`src/design/cbpp_pkg.sv`:
```
package cbpp_pkg;

	localparam logic [31:0] SYNC_WORD   = 32'hAA99_5566;
	localparam logic [31:0] DESYNC_CODE = 32'h0000_000D;
	localparam logic [13:0] CMD_REG     = 14'd4;

	localparam logic [2:0] HTYPE_ONE = 3'd1;
	localparam logic [2:0] HTYPE_TWO = 3'd2;

	localparam logic [1:0] OP_NOP   = 2'd0;
	localparam logic [1:0] OP_WRITE = 2'd2;

	localparam logic [1:0] LAST_BYTE = 2'd3;

	localparam logic KIND_PACKET = 1'b0;
	localparam logic KIND_STATUS = 1'b1;

	typedef enum logic [2:0] {
		ST_OK          = 3'd0,
		ST_NO_SYNC     = 3'd1,
		ST_TRUNCATED   = 3'd2,
		ST_ORPHAN_TWO  = 3'd3,
		ST_UNKNOWN     = 3'd4,
		ST_NO_DESYNC   = 3'd5
	} status_t;

	typedef enum logic [3:0] {
		PH_HUNT   = 4'b0001,
		PH_HEADER = 4'b0010,
		PH_DATA   = 4'b0100,
		PH_DONE   = 4'b1000
	} phase_t;

	typedef struct packed {
		logic       end_of_data;
		logic [7:0] data_byte;
	} in_item_t;

	typedef struct packed {
		logic        record_kind;
		logic [2:0]  hdr_type;
		logic [1:0]  opcode;
		logic [13:0] reg_addr;
		logic [26:0] num_words;
		logic [31:0] data_offset;
		logic [2:0]  status;
		logic [31:0] sync_byte_index;
		logic [31:0] stream_length_bytes;
		logic [31:0] packet_count;
	} out_item_t;

	typedef struct packed {
		phase_t      phase;
		logic [31:0] window;
		logic [1:0]  byte_in_word;
		logic [31:0] position;
		logic [31:0] sync_position;
		logic [26:0] words_remaining;
		logic        last_was_type_one;
		logic        desync_candidate;
		logic        config_ended;
		logic [2:0]  pend_type;
		logic [1:0]  pend_opcode;
		logic [13:0] pend_register;
		logic [26:0] pend_count;
		logic [31:0] pend_offset;
		logic [31:0] records;
		logic [31:0] stored_length;
	} parse_state_t;

	localparam parse_state_t STATE_RESET = '{
		phase: PH_HUNT,
		default: '0
	};

endpackage

```
`src/design/cbpp_step.sv`:
```
module cbpp_step (
	input  cbpp_pkg::parse_state_t cur,
	input  cbpp_pkg::in_item_t     item,
	output cbpp_pkg::parse_state_t nxt,
	output logic                   res_valid,
	output cbpp_pkg::out_item_t    res
);
	import cbpp_pkg::*;

	logic        do_emit;
	logic        do_finish;
	status_t     fin_status;
	logic [31:0] win_new;
	logic [1:0]  biw_inc;
	logic [26:0] rem_dec;
	logic [2:0]  htype;
	logic [1:0]  op;
	logic [13:0] reg_field;
	logic [26:0] cnt_one;
	logic [26:0] cnt_two;

	assign win_new   = {cur.window[23:0], item.data_byte};
	assign biw_inc   = cur.byte_in_word + 2'd1;
	assign rem_dec   = cur.words_remaining - 27'd1;
	assign htype     = win_new[31:29];
	assign op        = win_new[28:27];
	assign reg_field = win_new[26:13];
	assign cnt_one   = {16'd0, win_new[10:0]};
	assign cnt_two   = win_new[26:0];

	always_comb begin
		nxt        = cur;
		do_emit    = 1'b0;
		do_finish  = 1'b0;
		fin_status = ST_OK;
		if (cur.phase == PH_DONE) begin
			// parse over, beats are dropped
		end else if (item.end_of_data) begin
			do_finish = 1'b1;
			unique case (cur.phase)
				PH_HUNT: fin_status = ST_NO_SYNC;
				PH_DATA: fin_status = ST_TRUNCATED;
				default: fin_status = cur.config_ended ? ST_OK : ST_NO_DESYNC;
			endcase
		end else begin
			nxt.position = cur.position + 32'd1;
			nxt.window   = win_new;
			if (cur.phase == PH_HUNT) begin
				if (cur.byte_in_word == LAST_BYTE && win_new == SYNC_WORD) begin
					nxt.sync_position = cur.position - 32'd3;
					nxt.phase         = PH_HEADER;
					nxt.byte_in_word  = '0;
				end else if (cur.byte_in_word != LAST_BYTE) begin
					nxt.byte_in_word = biw_inc;
				end
			end else begin
				nxt.byte_in_word = biw_inc;
				if (biw_inc == 2'd0) begin
					if (cur.phase == PH_DATA) begin
						nxt.desync_candidate = cur.desync_candidate && win_new == DESYNC_CODE;
						nxt.words_remaining  = rem_dec;
						if (rem_dec == '0) begin
							if (nxt.desync_candidate)
								nxt.config_ended = 1'b1;
							nxt.desync_candidate = 1'b0;
							nxt.phase            = PH_HEADER;
							do_emit              = 1'b1;
						end
					end else if (cur.config_ended) begin
						// only padding NOPs are legal after desync
						if (htype == HTYPE_ONE && op == OP_NOP) begin
							nxt.last_was_type_one = 1'b1;
							nxt.pend_type         = HTYPE_ONE;
							nxt.pend_opcode       = OP_NOP;
							nxt.pend_register     = '0;
							nxt.pend_count        = '0;
							nxt.pend_offset       = nxt.position;
							do_emit               = 1'b1;
						end else begin
							do_finish = 1'b1;
						end
					end else if (htype == HTYPE_ONE) begin
						nxt.pend_type         = HTYPE_ONE;
						nxt.pend_opcode       = op;
						nxt.pend_register     = reg_field;
						nxt.pend_count        = cnt_one;
						nxt.pend_offset       = nxt.position;
						nxt.last_was_type_one = 1'b1;
						nxt.desync_candidate  = op == OP_WRITE && cnt_one == 27'd1
							&& reg_field == CMD_REG;
						if (cnt_one == '0) begin
							nxt.desync_candidate = 1'b0;
							do_emit              = 1'b1;
						end else begin
							nxt.words_remaining = cnt_one;
							nxt.phase           = PH_DATA;
						end
					end else if (htype == HTYPE_TWO) begin
						if (!cur.last_was_type_one) begin
							do_finish  = 1'b1;
							fin_status = ST_ORPHAN_TWO;
						end else begin
							nxt.pend_type         = HTYPE_TWO;
							nxt.pend_opcode       = op;
							nxt.pend_register     = '0;
							nxt.pend_count        = cnt_two;
							nxt.pend_offset       = nxt.position;
							nxt.last_was_type_one = 1'b0;
							nxt.desync_candidate  = 1'b0;
							if (cnt_two == '0) begin
								do_emit = 1'b1;
							end else begin
								nxt.words_remaining = cnt_two;
								nxt.phase           = PH_DATA;
							end
						end
					end else begin
						do_finish  = 1'b1;
						fin_status = ST_UNKNOWN;
					end
				end
			end
		end

		if (do_emit) begin
			nxt.records       = cur.records + 32'd1;
			nxt.stored_length = nxt.position;
		end
		if (do_finish)
			nxt.phase = PH_DONE;
	end

	always_comb begin
		res_valid = do_emit || do_finish;
		res       = '0;
		res.sync_byte_index     = nxt.sync_position;
		res.stream_length_bytes = nxt.stored_length;
		res.packet_count        = nxt.records;
		if (do_finish) begin
			res.record_kind = KIND_STATUS;
			res.status      = fin_status;
		end else begin
			res.record_kind = KIND_PACKET;
			res.hdr_type    = nxt.pend_type;
			res.opcode      = nxt.pend_opcode;
			res.reg_addr    = nxt.pend_register;
			res.num_words   = nxt.pend_count;
			res.data_offset = nxt.pend_offset;
		end
	end

endmodule

```
`src/design/config_bitstream_packet_parser_unit.sv`:
```
// Configuration bitstream packet parser. Bytes enter one per beat on the
// input channel; the block hunts the sync word at any byte alignment, then
// assembles big-endian words, decodes type-1 and type-2 headers and counts
// data words. Each completed packet gives one record beat; the end marker
// (end_of_data) or the first error gives one final status beat, after which
// input beats are still taken but dropped until reset. Throughput is one byte
// per clock while the output is not stalled: a beat is registered in the
// input register, one pass of the parse logic runs on it against the state
// registers and the outcome lands in the output register. A stall on the
// output holds the input register, which then backs up the input.
module config_bitstream_packet_parser_unit (
	input  logic                clk,
	input  logic                arst_n,
	input  logic                in_valid,
	output logic                in_ready,
	input  cbpp_pkg::in_item_t  in_data,
	output logic                out_valid,
	input  logic                out_ready,
	output cbpp_pkg::out_item_t out_data
);
	import cbpp_pkg::*;

	// input register
	logic     item_valid_s1;
	in_item_t item_s1;

	// parse state and step outcome
	parse_state_t state_q;
	parse_state_t state_next;
	logic         step_res_valid;
	out_item_t    step_res;

	logic advance;

	// the byte in the input register is parsed once the output register has room
	assign advance  = item_valid_s1 && (!out_valid || out_ready);
	assign in_ready = !item_valid_s1 || advance;

	always_ff @(posedge clk or negedge arst_n) begin
		if (!arst_n) begin
			item_valid_s1 <= 1'b0;
		end else if (in_ready) begin
			item_valid_s1 <= in_valid;
		end
	end

	always_ff @(posedge clk) begin
		if (in_ready && in_valid)
			item_s1 <= in_data;
	end

	cbpp_step u_step (
		.cur       (state_q),
		.item      (item_s1),
		.nxt       (state_next),
		.res_valid (step_res_valid),
		.res       (step_res)
	);

	always_ff @(posedge clk or negedge arst_n) begin
		if (!arst_n) begin
			state_q <= STATE_RESET;
		end else if (advance) begin
			state_q <= state_next;
		end
	end

	// output register: cleared when taken, loaded when a step yields a beat
	always_ff @(posedge clk or negedge arst_n) begin
		if (!arst_n) begin
			out_valid <= 1'b0;
		end else if (advance) begin
			out_valid <= step_res_valid;
		end else if (out_ready) begin
			out_valid <= 1'b0;
		end
	end

	always_ff @(posedge clk) begin
		if (advance && step_res_valid)
			out_data <= step_res;
	end

	// once done, the parse never restarts without reset
	assert property (@(posedge clk) disable iff (!arst_n)
		state_q.phase == PH_DONE |=> state_q.phase == PH_DONE)
		else $error("parser left done phase");

	// every packet record bumps the record counter by one
	assert property (@(posedge clk) disable iff (!arst_n)
		advance && step_res_valid && step_res.record_kind == KIND_PACKET
		|=> state_q.records == $past(state_q.records) + 32'd1)
		else $error("packet record without counter step");

	// packet records always carry an ok status
	assert property (@(posedge clk) disable iff (!arst_n)
		out_valid && out_data.record_kind == KIND_PACKET |-> out_data.status == ST_OK)
		else $error("packet record with error status");

	// input stalls only when the input register holds a byte that cannot advance
	assert property (@(posedge clk) disable iff (!arst_n)
		!in_ready |-> item_valid_s1 && out_valid && !out_ready)
		else $error("input stalled without cause");

endmodule
```
`config.mk`:
```
export PLATFORM = sky130hd
export DESIGN_NAME = config_bitstream_packet_parser_unit
export DESIGN_NICKNAME = d
export VERILOG_FILES = /design/src/design/cbpp_pkg.sv /design/src/design/cbpp_step.sv /design/src/design/config_bitstream_packet_parser_unit.sv
export SDC_FILE = /design/constraint.sdc
export NUM_CORES = 1
export LEC_CHECK = 0
export BUFFER_PORTS_ARGS = -buffer_cell sky130_fd_sc_hd__buf_2
export CORE_MARGIN = 2
export CORE_UTILIZATION = 43
export CTS_CLUSTER_SIZE = 8
export DETAILED_ROUTE_END_ITERATION = 10
export PLACE_DENSITY = 0.62
export SLEW_MARGIN = 20
export SYNTH_ARGS = -nofsm -noshare
export SYNTH_HDL_FRONTEND = slang
export SYNTH_HIERARCHICAL = 1
export SYNTH_SLANG_ARGS = --single-unit
```
`constraint.sdc`:
```
create_clock -name clk -period 23 [get_ports clk]
set_input_delay 0 -clock clk [delete_from_list [all_inputs] [get_ports clk]]
set_output_delay 0 -clock clk [all_outputs]
set_load 0.005 [all_outputs]
```
# After elaboration in Yosys (flattened, before gate mapping)
# Index checks and enable logic that the tools add are counted.
op_classes:
  addsub: 5
  n_eq_ne: 24
  mux: 80
  n_bitwise: 5
  n_reduce_logical: 33
op_table:
  columns: ["operator", "count"]
  rows:
  - ["78-bit two-way mux", 6]
  - ["210-bit two-way mux", 2]
  - ["108-bit two-way mux", 2]
  - ["27-bit two-way mux", 4]
  - ["29-bit two-way mux", 3]
  - ["27-bit zero test", 3]
  - ["32-bit by 1-bit adder with 32-bit output (second input constant)", 2]
  - ["32-bit two-way mux", 2]
  - ["64-bit two-way mux", 1]
  - ["4-bit two-way mux", 12]
  - ["1-bit two-way mux", 34]
  - ["32-bit equality test (second input constant)", 1]
  - ["32-bit by 4-bit equality test with 1-bit output (second input constant)", 1]
  - ["32-bit by 2-bit subtractor with 32-bit output (second input constant)", 1]
  - ["27-bit by 1-bit subtractor with 27-bit output (second input constant)", 1]
  - ["3-bit two-way mux", 8]
  - ["8-bit AND reduction", 3]
  - ["14-bit by 3-bit equality test with 1-bit output (second input constant)", 1]
  - ["3-bit nonzero test", 4]
  - ["11-bit by 1-bit equality test with 1-bit output (second input constant)", 1]
  - ["11-bit AND reduction", 1]
  - ["2-bit two-way mux", 5]
  - ["10-bit AND reduction", 1]
  - ["5-bit nonzero test", 2]
  - ["other kinds (26)", 46]
totals:
  ff_bits: 463
  in_bits: 13
  output_inout_bits: 180
  word_cells: 177

# Depth between registers and ports, before layout
logic_depth:
  ltp_word: 13
  ltp_mapped: 13
  mapped_depth_nobuf: 11

# Modules after synthesis
# The synthesis kept the hierarchy.
modules_own_cells:
  columns: ["mod", "n_inst", "cells_per_inst", "area_per_inst_um2", "seq_area_each_um2"]
  rows:
  - ["config_bitstream_packet_parser_unit", 1, 776, 16970.0, 12523.3]
  - ["cbpp_step", 1, 1285, 7858.8, 0.0]

# Worst setup path before layout
# OpenSTA, ideal clock, no wires.
synth_path:
  path_kind: "register to register"
  startpoint: "reg state_q[148] (netlist bit)"
  endpoint: "reg out_data[0] (netlist bit), enable pin"
  setup_time_ns: 0.718
  t_arrival_ns: 9.958
  t_required_ns: 22.282
  setup_slack_ns: 12.324
  path_stages_with_launch: 12
  n_path_buf: 2
  synth_period_minus_slack_ns: 10.676
  cell_sequence: "dfrtp_1 -> or4_1 -> buf_2 -> nor3_2 -> nand4_1 -> xnor2_1 -> nor4_4 -> a21oi_4 -> buf_2 -> o22ai_1 -> nand2_1 -> nor2_1"
synth_between:
  elab_chain_cells: 10
synth_lines:
  columns: ["item", "line_no", "rtl"]
  rows:
  - ["start: declaration", "config_bitstream_packet_parser_unit.sv:28", "parse_state_t state_q;"]
  - ["start signal: assignment", "config_bitstream_packet_parser_unit.sv:64", "state_q <= state_next;"]
  - ["27-bit by 1-bit subtractor with 27-bit output", "cbpp_step.sv:24", "assign rem_dec = cur.words_remaining - 27'd1;"]
  - ["27-bit zero test", "cbpp_step.sv:62", "if (rem_dec == '0) begin"]
  - ["1-bit two-way mux", "cbpp_step.sv:62", null]
  - ["1-bit two-way mux", "cbpp_step.sv:59", "if (cur.phase == PH_DATA) begin"]
  - ["1-bit two-way mux", "cbpp_step.sv:58", "if (biw_inc == 2'd0) begin"]
  - ["1-bit two-way mux", "cbpp_step.sv:48", "if (cur.phase == PH_HUNT) begin"]
  - ["1-bit two-way mux", "cbpp_step.sv:38", "end else if (item.end_of_data) begin"]
  - ["1-bit two-way mux", "cbpp_step.sv:36", "if (cur.phase == PH_DONE) begin"]
  - ["1-bit logical OR", "cbpp_step.sv:134", "res_valid = do_emit || do_finish;"]
  - ["named net step_res_valid", "config_bitstream_packet_parser_unit.sv:30", "logic step_res_valid;"]
  - ["1-bit logical AND", "config_bitstream_packet_parser_unit.sv:80", "if (advance && step_res_valid)"]
  - ["end signal: assignment", "config_bitstream_packet_parser_unit.sv:81", "out_data <= step_res;"]
  - ["end: declaration", "config_bitstream_packet_parser_unit.sv:19", "output cbpp_pkg::out_item_t out_data"]
# The timed path passes the listed nets, and every way through them passes these cells.
# A chain may end at the register's enable or synchronous reset.

# Worst setup path in the final report
layout_path:
  startpoint: "reg state_q[145] (netlist bit)"
  endpoint: "reg out_data[166] (netlist bit), enable pin"
# Same word-level chain as after synthesis.

==> flow_summary_export.csv <==
group,metric,value,unit
sta,drv_slew,0,
synth,netlist_area,24420,um2
global_route,grt_start_max_net_pins,160,
critical_path,setup.worst_path.start_class,"flip-flop",
clock_tree,cts_tree,"yes",
clock_tree,cts_buffers,67,
power_and_ir_drop,p_leak,12.06,nW
final_layout,regArea,12320,um2
clock_tree,cts-resized-gates,0,
power_and_ir_drop,peakVddDrop,0.00005273,V
floorplanning,dieWidth,242.3,um
critical_path,worstPathMaxFanout,52,
floorplanning,die_h,242.3,um
clock_tree,cts.sinks,455,
place,io_buffers,192,
floorplanning,num_io_pins,193,
sta,post-route-min-period,4.603,ns
clock_tree,clk_latency,0.60,ns
place,place.gp.congestion,0.8771,
drt,drc,0,
synth,synth_nets,2041,
clock_tree,clk_pin_slew,0.05,ns
run,max_cap_viol_count,0,
global_route,antenna_found_initial,4,
sta,clock_skew,0.02995,ns
drt,viasPerCell,5.433,
sta,whs,0.1001,ns
floorplanning,core,56280,um2
global_route,grt_pass1_wl,96.19,mm
final_layout,drive_above_1_share,28.58,%
synth,postSynthCellCount,2021,
floorplanning,dieArea,58710,um2
clock_tree,root_buffer,"clkbuf_16",
power_and_ir_drop,powerDensity,91.03,nW/um2
final_layout,fillers,4957,
final_layout,area_growth,11.55,%
synth,ys_warn_count,6,
final_layout,final_common_cell,"dfrtp_1",
place,dp_hpwl,39.13,mm
min_path,worstHoldPathType,"input pin to async pin",
sta,hold_viol,0,
drt,dr.first_iter.drc_count,1089,
clock_tree,htree_num_levels,3,
status,status,"complete, no violations",
critical_path,cp.required,23.22,ns
drt,firstDrtPassIters,5,
sta,setup_viol_count_final,0,
drt,wl_per_cell,21.13,um
sta,final.period_utilization,20.01,%
critical_path,arrival,4.82,ns
critical_path,crit_path_end_kind,"flip-flop",
sta,rsz0062_at_grt,"no",
sta,max_freq,217.2,MHz
final_layout,fin_nets,2104,
sta,tightest_slew,1.103,ns
final_layout,multi_input_area,10630,um2
final_layout,final_cell_mix,"dfrtp_1 (267), mux2_4 (252), nand2_1 (203)",
sta,fin_tns_setup,0,ns
global_route,grt_overflow,0,
drt,vias,15708,
clock_tree,ctsLongestPathBuffers,3,
sta,maxSlewHeadroom,26.17,%
critical_path,crit_type,"flip-flop to flip-flop",
floorplanning,rows,87,
floorplanning,start_util,43.39,%
global_route,first_global_vias,16131,
drt,drt.antenna.violating_nets,0,
global_route,grt_usage,20.80,%
drt,routed_wl,61.08,mm
synth,avgSynthCellArea,12.08,um2
-- per-layer routing --
| metal | global-route usage, % | wire, um | vias to the layer above |
|---|---|---|---|
| li1 | - | - | 7247 |
| met1 | 30.02 | 28900 | 7979 |
| met2 | 32.34 | 28040 | 416 |
| met3 | 3.656 | 3216 | 66 |
| met4 | 5.428 | 931 | 0 |
| met5 | 0 | 0 | - |
-- per-stage QoR --
step	cell area (um2)	util [%]	total power, mW	setup slack [ns]	cells
2_1_floorplan	24420	-	1.386	12.32	2021
3_3_place_gp	25060	44.54	1.550	18.29	2756
3_5_place_dp	25070	44.54	1.556	18.22	2756
4_1_cts	27190	48.31	2.506	18.20	2888
5_1_grt	27240	48.40	2.593	18.05	2890
6_report	27240	48.40	2.480	18.40	2891
-- worst max-delay path, cell delays in order (launching register included) --
cell     delay (ns)
dfrtp_1        0.48
nor3_1         0.65
nand3_2        0.29
o41ai_2        0.42
nand3_1        0.17
nor4_4         0.33
a21oi_4        0.22
o22ai_1        0.23
nand2_1        0.14
nor2_4         0.11
buf_4          0.53
buf_4          0.60
-- what timing repair did --
| action | CTS | global route |
|---|---|---|
| endpoints found under the hold margin | 119 | 0 |
| setup buffers | 0 | 0 |
| hold buffers | 13 | 0 |
-- flip-flops by register name (all words and copies together) (netlist names) --
| register | flops |
|---|---|
| item_s1 | 9 |
| item_valid_s1 | 1 |
| out_data | 178 |
| out_valid | 1 |
| state_q | 266 |
-- power by group --
group / leakage [nW] / internal [mW] / switching [mW]
Combinational: 5.71 / 0.214 / 0.317
Clock: 0.953 / 0.572 / 0.362
Sequential: 5.40 / 0.923 / 0.0920
-- worst paths after layout --
path / slack (ns) / startpoint / endpoint / cells past startpoint
setup reg to reg: 18.40 / state_q[145]$_DFFE_PN0P_ / out_data[166]$_DFFE_PP_ / 11
setup / recovery: 18.40 / state_q[145]$_DFFE_PN0P_ / out_data[166]$_DFFE_PP_ / 11
min in group clk: 0.13 / in_data[0] / item_s1[0]$_DFFE_PP_ / 2
hold / removal: 0.10 / arst_n / state_q[45]$_DFFE_PN0P_ / 2
hold reg to reg: 0.50 / state_q[141]$_DFFE_PN0P_ / state_q[141]$_DFFE_PN0P_ / 1
max in group asynchronous: 21.44 / arst_n / state_q[188]$_DFFE_PN0P_ / 3
-- final cells by class --
type | instances | area share [%]
diodes | 1 | 0.009187
clock buffers | 112 | 6.968
clock inverters | 7 | 0.3445
inverters | 10 | 0.1378
multi-input cells | 1325 | 39.02
flip-flops and latches | 455 | 45.24
well taps | 756 | 3.473
repair buffers | 225 | 4.805
(Power assumes the default switching activity.)
